**config.mk**
```make
export PLATFORM = sky130hd
export DESIGN_NAME = top_peaks_level_meter_flat
export DESIGN_NICKNAME = d
export VERILOG_FILES = /design/src/rtl/tplm_pkg.sv /design/src/rtl/tplm_if.sv /design/src/rtl/top_peaks_level_meter.sv /design/src/rtl/tplm_peak_ram.sv /design/src/rtl/tplm_divider.sv /design/src/flat_wrapper.sv
export SDC_FILE = /design/constraint.sdc
export NUM_CORES = 1
export LEC_CHECK = 0
export BUFFER_PORTS_ARGS = -buffer_cell sky130_fd_sc_hd__buf_2
export CAP_MARGIN = 25
export CORE_MARGIN = 2
export CORE_UTILIZATION = 57
export DETAILED_ROUTE_END_ITERATION = 8
export PLACE_DENSITY_LB_ADDON = 0.25
export REMOVE_ABC_BUFFERS = 1
export SYNTH_ARGS = -nofsm -noshare
export SYNTH_HDL_FRONTEND = slang
export SYNTH_HIERARCHICAL = 1
export SYNTH_SLANG_ARGS = --single-unit
export TNS_END_PERCENT = 1
```
**constraint.sdc**
```tcl
create_clock -name clk -period 4 [get_ports clk]
set_input_delay 0.6 -clock clk [delete_from_list [all_inputs] [get_ports clk]]
set_output_delay 0.6 -clock clk [all_outputs]
set_load 0.05 [all_outputs]
```
**src/rtl/tplm_pkg.sv**
```systemverilog
// Package with the constants, widths and sequencer states of the peak level meter.
`timescale 1ns / 1ps

package tplm_pkg;

    // Field widths.
    localparam int SAMPLE_W  = 16;
    localparam int MAG_W     = 15;
    localparam int LIMIT_W   = 16;
    localparam int LEVEL_W   = 7;
    localparam int COUNTED_W = 5;

    // Quotient bits produced by the divider; the level never exceeds 100.
    localparam int QUOT_W = 7;

    // Default number of kept peaks.
    localparam int PEAK_SLOTS_DEF = 16;

    // Reset value of the interval limit register.
    localparam logic [LIMIT_W-1:0] LIMIT_RESET = 16'd1023;

    // Level scaling: times one hundred, divided by the full scale of two to the fifteenth.
    localparam int PERCENT          = 100;
    localparam int FULL_SCALE_SHIFT = 15;

    // Saturated magnitude.
    localparam logic [MAG_W-1:0] MAG_MAX = 15'h7FFF;

    // Sequencer states.
    typedef enum logic [3:0] {
        S_IDLE,
        S_START,
        S_CHECK,
        S_STEP,
        S_SHIFT,
        S_POST,
        S_SUM_RD,
        S_SUM_ACC,
        S_SCALE,
        S_DIV,
        S_OUT
    } tplm_state_t;

endpackage

```
**src/rtl/tplm_if.sv**
```systemverilog
// Stream interfaces for sample pairs in and levels out.
`timescale 1ns / 1ps

interface tplm_sample_if
    import tplm_pkg::*;
();
    logic                       valid;
    logic                       ready;
    logic signed [SAMPLE_W-1:0] left_sample;
    logic signed [SAMPLE_W-1:0] right_sample;

    modport source (output valid, output left_sample, output right_sample, input ready);
    modport sink   (input valid, input left_sample, input right_sample, output ready);
endinterface

interface tplm_level_if
    import tplm_pkg::*;
();
    logic                 valid;
    logic                 ready;
    logic [LEVEL_W-1:0]   level_percent;
    logic [COUNTED_W-1:0] peaks_counted;

    modport source (output valid, output level_percent, output peaks_counted, input ready);
    modport sink   (input valid, input level_percent, input peaks_counted, output ready);
endinterface

```
**src/rtl/top_peaks_level_meter.sv**
```systemverilog
// Top level of the peak level meter: sequencer, peak list insertion and level computation.
// Flow: an item that emits no level goes from S_START to S_POST, through S_CHECK and the insertion walk
// when the list is not empty, before the next transfer is taken; the walk moves one entry per S_STEP and S_SHIFT pair.
// An emitting item then sums the kept peaks with a read and an accumulate state per peak, scales, runs
// the divider and loads the output register, and waits longer while the previous level still waits there.
// Throughput: one item at a time; the input is not ready again until the item is through.
// Reset: asynchronous, active low; clears the peak count, interval counter and output valid,
// and sets the interval limit to 1023. The list contents need no clearing.
`timescale 1ns / 1ps

module top_peaks_level_meter
    import tplm_pkg::*;
#(
    parameter int PEAK_SLOTS = PEAK_SLOTS_DEF
)
(
    input  logic               clk,
    input  logic               rst_n,
    input  logic               cfg_we,
    input  logic [LIMIT_W-1:0] cfg_wdata,
    tplm_sample_if.sink        sample_in,
    tplm_level_if.source       level_out
);

    localparam int CNT_W = $clog2(PEAK_SLOTS + 1);
    localparam int IDX_W = (PEAK_SLOTS > 1) ? $clog2(PEAK_SLOTS) : 1;
    localparam int SUM_W = MAG_W + CNT_W;
    localparam int PROD_W = SUM_W + 7;
    localparam int NUM_W = CNT_W + QUOT_W;

    tplm_state_t         state_reg, state_next;
    logic [LIMIT_W-1:0]  limit_reg;
    logic [CNT_W-1:0]    count_reg, count_next;
    logic [LIMIT_W-1:0]  interval_reg, interval_next;
    logic                emit_reg, emit_next;
    logic [MAG_W-1:0]    mag_reg, mag_next;
    logic [IDX_W-1:0]    pos_reg, pos_next;
    logic [SUM_W-1:0]    sum_reg, sum_next;
    logic                out_valid_reg, out_valid_next;
    logic [LEVEL_W-1:0]  level_reg;
    logic [COUNTED_W-1:0] counted_reg;
    logic                out_load;

    logic                in_xfer;
    logic signed [SAMPLE_W:0] pair_sum;
    logic [SAMPLE_W:0]   pair_abs;
    logic [SAMPLE_W-1:0] half_abs;
    logic [MAG_W-1:0]    mag_in;

    logic                ram_we;
    logic [IDX_W-1:0]    ram_waddr;
    logic [MAG_W-1:0]    ram_wdata;
    logic [IDX_W-1:0]    ram_raddr;
    logic [MAG_W-1:0]    ram_rdata;

    logic                div_start;
    logic                div_busy;
    logic [QUOT_W-1:0]   div_quot;
    logic [PROD_W-1:0]   scaled;
    logic [NUM_W-1:0]    div_num;

    logic [CNT_W-1:0]    last_idx;
    logic [CNT_W+COUNTED_W-1:0] count_wide;

    // Input transfer and magnitude of the truncated channel average.
    assign sample_in.ready = (state_reg == S_IDLE);
    assign in_xfer         = sample_in.valid && sample_in.ready;
    assign pair_sum = (SAMPLE_W+1)'(sample_in.left_sample) + (SAMPLE_W+1)'(sample_in.right_sample);
    assign pair_abs = pair_sum[SAMPLE_W] ? (SAMPLE_W+1)'(-pair_sum) : pair_sum;
    assign half_abs = pair_abs[SAMPLE_W:1];
    assign mag_in   = half_abs[SAMPLE_W-1] ? MAG_MAX : half_abs[MAG_W-1:0];

    // Index of the last kept peak.
    assign last_idx = count_reg - CNT_W'(1);

    // Mean scaling: sum times one hundred, then the full scale shift before division by the count.
    assign scaled  = PROD_W'(sum_reg) * PROD_W'(PERCENT);
    assign div_num = scaled[FULL_SCALE_SHIFT +: NUM_W];

    assign out_load = (state_reg == S_OUT) && (!out_valid_reg || level_out.ready);

    // Sequencer: interval count, insertion walk, sum over the list, scaling, division and output load.
    always_comb
    begin
        state_next    = state_reg;
        count_next    = count_reg;
        interval_next = interval_reg;
        emit_next     = emit_reg;
        mag_next      = mag_reg;
        pos_next      = pos_reg;
        sum_next      = sum_reg;
        ram_we        = 1'b0;
        ram_waddr     = pos_reg;
        ram_wdata     = mag_reg;
        ram_raddr     = pos_reg;
        div_start     = 1'b0;
        unique case (state_reg)
            S_IDLE:
            begin
                if (in_xfer)
                begin
                    mag_next   = mag_in;
                    emit_next  = (interval_reg == limit_reg);
                    interval_next = (interval_reg == limit_reg) ? '0
                                                                : interval_reg + LIMIT_W'(1);
                    state_next = S_START;
                end
            end
            S_START:
            begin
                if (count_reg == '0)
                begin
                    ram_we     = 1'b1;
                    ram_waddr  = '0;
                    count_next = CNT_W'(1);
                    state_next = S_POST;
                end
                else
                begin
                    ram_raddr  = last_idx[IDX_W-1:0];
                    state_next = S_CHECK;
                end
            end
            S_CHECK:
            begin
                if (mag_reg <= ram_rdata)
                begin
                    state_next = S_POST;
                end
                else
                begin
                    if (count_reg < CNT_W'(PEAK_SLOTS))
                    begin
                        count_next = count_reg + CNT_W'(1);
                        pos_next   = count_reg[IDX_W-1:0];
                    end
                    else
                    begin
                        pos_next = last_idx[IDX_W-1:0];
                    end
                    state_next = S_STEP;
                end
            end
            S_STEP:
            begin
                if (pos_reg == '0)
                begin
                    ram_we     = 1'b1;
                    state_next = S_POST;
                end
                else
                begin
                    ram_raddr  = pos_reg - IDX_W'(1);
                    state_next = S_SHIFT;
                end
            end
            S_SHIFT:
            begin
                ram_we = 1'b1;
                if (mag_reg > ram_rdata)
                begin
                    // The neighbour moves down one place and the walk goes on.
                    ram_wdata  = ram_rdata;
                    pos_next   = pos_reg - IDX_W'(1);
                    state_next = S_STEP;
                end
                else
                begin
                    state_next = S_POST;
                end
            end
            S_POST:
            begin
                pos_next = '0;
                sum_next = '0;
                if (emit_reg)
                begin
                    state_next = (count_reg == '0) ? S_SCALE : S_SUM_RD;
                end
                else
                begin
                    state_next = S_IDLE;
                end
            end
            S_SUM_RD:
            begin
                state_next = S_SUM_ACC;
            end
            S_SUM_ACC:
            begin
                sum_next = sum_reg + SUM_W'(ram_rdata);
                if (CNT_W'(pos_reg) == last_idx)
                begin
                    state_next = S_SCALE;
                end
                else
                begin
                    pos_next   = pos_reg + IDX_W'(1);
                    state_next = S_SUM_RD;
                end
            end
            S_SCALE:
            begin
                div_start  = 1'b1;
                state_next = S_DIV;
            end
            S_DIV:
            begin
                if (!div_busy)
                begin
                    state_next = S_OUT;
                end
            end
            S_OUT:
            begin
                if (out_load)
                begin
                    count_next = '0;
                    state_next = S_IDLE;
                end
            end
            default:
            begin
                state_next = S_IDLE;
            end
        endcase
    end

    // Output register: a finished level waits here while the next sample is taken.
    always_comb
    begin
        if (out_load)
        begin
            out_valid_next = 1'b1;
        end
        else if (level_out.ready)
        begin
            out_valid_next = 1'b0;
        end
        else
        begin
            out_valid_next = out_valid_reg;
        end
    end

    assign count_wide = {{COUNTED_W{1'b0}}, count_reg};

    // Control registers and the limit register.
    always_ff @(posedge clk or negedge rst_n)
    begin
        if (!rst_n)
        begin
            state_reg     <= S_IDLE;
            count_reg     <= '0;
            interval_reg  <= '0;
            limit_reg     <= LIMIT_RESET;
            out_valid_reg <= 1'b0;
        end
        else
        begin
            state_reg     <= state_next;
            count_reg     <= count_next;
            interval_reg  <= interval_next;
            out_valid_reg <= out_valid_next;
            if (cfg_we)
            begin
                limit_reg <= cfg_wdata;
            end
        end
    end

    // Payload registers.
    always_ff @(posedge clk)
    begin
        emit_reg <= emit_next;
        mag_reg  <= mag_next;
        pos_reg  <= pos_next;
        sum_reg  <= sum_next;
        if (out_load)
        begin
            level_reg   <= (count_reg == '0) ? '0 : div_quot;
            counted_reg <= count_wide[COUNTED_W-1:0];
        end
    end

    assign level_out.valid         = out_valid_reg;
    assign level_out.level_percent = level_reg;
    assign level_out.peaks_counted = counted_reg;

    // Peak list store.
    tplm_peak_ram #(
        .DEPTH  (PEAK_SLOTS),
        .ADDR_W (IDX_W)
    ) u_ram (
        .clk     (clk),
        .wr_en   (ram_we),
        .wr_addr (ram_waddr),
        .wr_data (ram_wdata),
        .rd_addr (ram_raddr),
        .rd_data (ram_rdata)
    );

    // Divider by the peak count.
    tplm_divider #(
        .DEN_W (CNT_W),
        .NUM_W (NUM_W)
    ) u_div (
        .clk      (clk),
        .rst_n    (rst_n),
        .start    (div_start),
        .dividend (div_num),
        .divisor  (count_reg),
        .busy     (div_busy),
        .quotient (div_quot)
    );

endmodule

```
**src/rtl/tplm_peak_ram.sv**
```systemverilog
// Peak list store: one write port and one registered read port.
`timescale 1ns / 1ps

module tplm_peak_ram
    import tplm_pkg::*;
#(
    parameter int DEPTH  = PEAK_SLOTS_DEF,
    parameter int ADDR_W = 4
)
(
    input  logic              clk,
    input  logic              wr_en,
    input  logic [ADDR_W-1:0] wr_addr,
    input  logic [MAG_W-1:0]  wr_data,
    input  logic [ADDR_W-1:0] rd_addr,
    output logic [MAG_W-1:0]  rd_data
);

    logic [MAG_W-1:0] mem [DEPTH];
    logic [MAG_W-1:0] rd_data_reg;

    // Write port.
    always_ff @(posedge clk)
    begin
        if (wr_en)
        begin
            mem[wr_addr] <= wr_data;
        end
    end

    // Registered read port.
    always_ff @(posedge clk)
    begin
        rd_data_reg <= mem[rd_addr];
    end

    assign rd_data = rd_data_reg;

endmodule

```
**src/rtl/tplm_divider.sv**
```systemverilog
// Restoring divider that produces one quotient bit per cycle with a shared compare and subtract.
`timescale 1ns / 1ps

module tplm_divider
    import tplm_pkg::*;
#(
    parameter int DEN_W = 5,
    parameter int NUM_W = DEN_W + QUOT_W
)
(
    input  logic              clk,
    input  logic              rst_n,
    input  logic              start,
    input  logic [NUM_W-1:0]  dividend,
    input  logic [DEN_W-1:0]  divisor,
    output logic              busy,
    output logic [QUOT_W-1:0] quotient
);

    localparam int BIT_W = $clog2(QUOT_W);

    logic              busy_reg, busy_next;
    logic [BIT_W-1:0]  bit_reg, bit_next;
    logic [NUM_W-1:0]  rem_reg, rem_next;
    logic [DEN_W-1:0]  den_reg, den_next;
    logic [QUOT_W-1:0] quot_reg, quot_next;
    logic [NUM_W-1:0]  trial_den;
    logic              take;

    // Divisor aligned to the current quotient bit and the trial compare.
    assign trial_den = NUM_W'(den_reg) << bit_reg;
    assign take      = (rem_reg >= trial_den);

    // One quotient bit per cycle, most significant first.
    always_comb
    begin
        busy_next = busy_reg;
        bit_next  = bit_reg;
        rem_next  = rem_reg;
        den_next  = den_reg;
        quot_next = quot_reg;
        if (start)
        begin
            busy_next = 1'b1;
            bit_next  = BIT_W'(QUOT_W - 1);
            rem_next  = dividend;
            den_next  = divisor;
            quot_next = '0;
        end
        else if (busy_reg)
        begin
            if (take)
            begin
                rem_next  = rem_reg - trial_den;
                quot_next = quot_reg | (QUOT_W'(1) << bit_reg);
            end
            if (bit_reg == '0)
            begin
                busy_next = 1'b0;
            end
            else
            begin
                bit_next = bit_reg - BIT_W'(1);
            end
        end
    end

    // Control state.
    always_ff @(posedge clk or negedge rst_n)
    begin
        if (!rst_n)
        begin
            busy_reg <= 1'b0;
        end
        else
        begin
            busy_reg <= busy_next;
        end
    end

    // Datapath registers.
    always_ff @(posedge clk)
    begin
        bit_reg  <= bit_next;
        rem_reg  <= rem_next;
        den_reg  <= den_next;
        quot_reg <= quot_next;
    end

    assign busy     = busy_reg;
    assign quotient = quot_reg;

endmodule

```
**src/flat_wrapper.sv**
```systemverilog
// flat-port wrapper written by rule: the top's interface ports become plain ports
module top_peaks_level_meter_flat import tplm_pkg::*;
#(
    parameter int PEAK_SLOTS = PEAK_SLOTS_DEF
)
  (clk, rst_n, cfg_we, cfg_wdata, sample_in_valid, sample_in_left_sample, sample_in_right_sample, sample_in_ready, level_out_valid, level_out_level_percent, level_out_peaks_counted, level_out_ready);
  tplm_sample_if sample_in_i ();
  tplm_level_if level_out_i ();
  input  logic clk;
  input  logic rst_n;
  input  logic cfg_we;
  input  logic [LIMIT_W-1:0] cfg_wdata;
  input wire logic [$bits(sample_in_i.valid)-1:0] sample_in_valid;
  input wire logic [$bits(sample_in_i.left_sample)-1:0] sample_in_left_sample;
  input wire logic [$bits(sample_in_i.right_sample)-1:0] sample_in_right_sample;
  output wire logic [$bits(sample_in_i.ready)-1:0] sample_in_ready;
  output wire logic [$bits(level_out_i.valid)-1:0] level_out_valid;
  output wire logic [$bits(level_out_i.level_percent)-1:0] level_out_level_percent;
  output wire logic [$bits(level_out_i.peaks_counted)-1:0] level_out_peaks_counted;
  input wire logic [$bits(level_out_i.ready)-1:0] level_out_ready;
  assign sample_in_i.valid = sample_in_valid;
  assign sample_in_i.left_sample = sample_in_left_sample;
  assign sample_in_i.right_sample = sample_in_right_sample;
  assign sample_in_ready = sample_in_i.ready;
  assign level_out_valid = level_out_i.valid;
  assign level_out_level_percent = level_out_i.level_percent;
  assign level_out_peaks_counted = level_out_i.peaks_counted;
  assign level_out_i.ready = level_out_ready;
  top_peaks_level_meter #(.PEAK_SLOTS(PEAK_SLOTS)) u_core (.clk(clk), .rst_n(rst_n), .cfg_we(cfg_we), .cfg_wdata(cfg_wdata), .sample_in(sample_in_i), .level_out(level_out_i));
endmodule
```
==> impl_metrics.py <==
metrics = {
    "placed_design": {
        "numPortBuffers": 66,
        "dp_cells": 2058,
        "gp_congestion": 0.8538,
        "dpl.hpwl_um": 28140,
    },
    "route": {
        "detail_route.vias_per_cell": 6.074,
        "vias": 12969,
        "ant_nets": 0,
        "route.detailed.drc": 0,
        "drt_pass1_iterations": 5,
        "drt-initial-drc-count": 979,
        "routed_wl_um": 43090,
        "wire_per_inst_um": 20.18,
    },
    "sta": {
        "fmax_ghz": 0.2608,
        "setup_viol": 0,
        "finalSetupTns_ps": 0,
        "finalCritPeriodShare_pct": 95.86,
        "hold-worst-slack_ps": 278.1,
        "final_period_minus_worst_setup_slack_ps": 3834,
        "drv_slew": 0,
        "fin_skew_ps": 34.96,
        "hold_viol": 0,
        "tightest_slew_ps": 909.0,
        "slew_headroom_pct": 38.84,
    },
    "power": {
        "pwr-share-comb_pct": 46.8,
        "powerDensity_nw_per_um2": 793.8,
        "switching_share_pct": 37.99,
        "power.net_switching_mw": 6.775,
        "clockPowerShare_pct": 21.8,
        "p_int_mw": 11.06,
        "power.total_mw": 17.83,
        "seq_power_share_pct": 31.5,
        "p_leak_nw": 8.629,
        "peakVddDrop_v": 0.0006278,
    },
    "logic_synthesis": {
        "syn_area_sq_um": 20000,
        "synth_area_leaders": "edfxtp_1, ha_1, mux4_2",
        "synth_ff_type": "edfxtp_1",
        "ys_seq_area_share_pct": 54.33,
        "yosysWarnings": 6,
        "synth_cell_types": 81,
        "syn_inst": 1553,
        "yosys.area.top_type": "edfxtp_1",
        "avgSynthCellArea_sq_um": 12.88,
        "async_reset_ff_share_pct": 11.41,
        "synth_seq_cells": 377,
        "synth-edff-count": 309,
        "yosys.area.top_type_share_pct": 46.39,
        "synth_commonest_cells": "edfxtp_1, ha_1, inv_1, nand2_1, nor2_1",
        "synth_most_common_cell": "edfxtp_1",
    },
    "floorplanning": {
        "ioPinCount": 67,
        "core_sq_um": 34540,
        "dieArea_sq_um": 36610,
        "row_count": 68,
        "die_h_um": 191.3,
        "die_x_um": 191.3,
        "start_util_pct": 57.91,
    },
    "critical_path": {
        "critPathMaxFanout": 3,
        "cp-start-kind": "flop",
        "cp.depth": 17,
        "crit_arrival_ps": 4090,
        "crit_family": "adder cells",
        "path_buf_inv": 3,
        "crit_top_cell": "ha_1",
        "worst_setup_path_end_kind": "flop",
        "path_class": "flop to flop",
        "reg2regPathDepth": 17,
        "critPathMaxStageDelay_ps": 490,
        "crit_path_top_delay_cell": "fa_1",
        "path_cells": "buf_4, ha_1, ha_1, inv_1, fa_1, inv_1, ha_1, o21a_1, o221ai_2, a311oi_2, nor2_1, o31a_1, a21oi_1, xor2_1, nand2_1, o311a_1, o311ai_1",
        "worstPathRequired_ps": 4260,
    },
    "finish": {
        "drive_above_1_share_pct": 17.92,
        "final-instance-count-excl-fill": 2135,
        "area_delta_synth_final_pct": 12.32,
        "diodes": 0,
        "largest_reg_flops": 240,
        "nets": 1849,
        "nFillCells": 2545,
    },
    "grt": {
        "antenna_found_initial": 0,
        "overflow": 0,
        "grt_pass1_wl_um": 67810,
        "grt_usage_pct": 23.93,
        "grt_max_degree": 61,
        "grt_pass1_vias": 12654,
    },
    "cts": {
        "htreeDepth": 2,
        "numCtsBuffers": 40,
        "clkTransAtPathRegs_ps": 60,
        "cts_buffer_depth": 3,
        "clock_latency_ps": 560,
        "root_buffer": "clkbuf_16",
        "cts_sinks": 377,
        "cts_tree": "done",
    },
    "min_path": {
        "holdPathStages": 2,
        "hp-class": "input port to flop",
    },
    "status": {
        "status": "finished clean",
    },
    "flow_run": {
        "maxCapViolCount": 0,
    },
}
==> final timing paths <==
kind / from / endpoint / slack, ps
hold reg to reg: u_core/u_div/quotient[2] / u_core/u_div/quotient[2] / 480
setup / recovery: u_core/sum_reg[7] / u_core/u_div/rem_reg[10] / 170
hold / removal: cfg_wdata[3] / u_core/limit_reg[3] / 280
max in group asynchronous: rst_n / u_core/limit_reg[7] / 3130
min in group asynchronous: rst_n / u_core/count_reg[2] / 390
setup reg to reg: u_core/sum_reg[7] / u_core/u_div/rem_reg[10] / 170
==> power by group through the flow <==
stage               Sequential (mW)  Clock (mW)  Combinational, mW
finish                         5.61        3.88               8.34
global route                   5.66        4.11               9.30
CTS                            5.60        3.94               8.29
detailed placement             5.68           0               8.20
global placement               5.66           0               8.01
floorplan                      5.51           0               6.30
==> worst register-to-register path: cells and delay by family (launching register included) <==
family | cells | cell delay [ps]
AOI/OAI and AO/OA | 7 | 1310
xor gates and xnor gates | 1 | 90
adders and majority gates | 4 | 1340
buffers and inverters | 3 | 250
DFF | 1 | 390
and+or+nand+nor | 2 | 170
==> final cells by class <==
type                    count  area, sq um  share of cell area (%)
clock buffers              47         1027                   4.572
multi-input cells        1003         8494                   37.81
clock inverters            27        366.6                   1.632
well taps                 455        569.3                   2.534
repair buffers            108        698.2                   3.108
inverters                 118        442.9                   1.971
flip-flops and latches    377        10870                   48.37
==> timing repair <==
action                                 CTS  global route
endpoints found under the hold margin    0             1
setup endpoints to repair                0             4
gates resized for setup                  0             4
buffers inserted                         0             1
hold buffers                             0             1
==> metrics by stage <==
stage | utilization [%] | worst slack (ps) | area [sq um]
2_1_floorplan | - | -1030 | 19730
3_3_place_gp | 60.83 | 136.8 | 21010
3_5_place_dp | 60.83 | 21.72 | 21010
4_1_cts | 64.87 | 26.02 | 22410
5_1_grt | 65.04 | -35.27 | 22470
6_report | 65.04 | 165.7 | 22470
==> placed cells by master (no fill, tap or decap), types with 15 or more instances in the layout <==
cell type	instances
a21o_1	17
buf_2	66
mux4_2	44
o21a_1	15
dfrtp_1	33
nor2_1	86
xnor2_1	45
a21oi_1	56
o21ai_0	65
nand2_1	112
a22oi_1	32
dfxtp_1	25
clkbuf_16	40
mux2_2	34
edfxtp_1	309
nor3_1	27
nand4_1	16
ha_1	131
inv_1	118
mux4_1	16
nand3_1	22
xor2_1	34
nand2b_1	17
buf_4	37
fa_1	17
and3_1	16
and2_1	15
==> metal layers <==
metal,wire length [um],vias up,global-route usage (%)
met5,0,-,0
met4,1341,0,8.047
met3,2426,81,3.194
met2,21480,414,40.86
met1,17840,6409,31.69
li1,-,6065,-
==> logic make-up after synthesis <==
| group | share of synthesized area (%) |
|---|---|
| AO/OA/AOI/OAI | 10.14 |
| adder cells (fa/ha/maj) | 9.896 |
| multiplexers | 9.220 |
| flip-flops | 54.33 |
| XOR/XNOR | 3.459 |
| AND/OR/NAND/NOR | 9.376 |
| buffers and inverters | 3.578 |
Power figures use the tool's default switching activity.
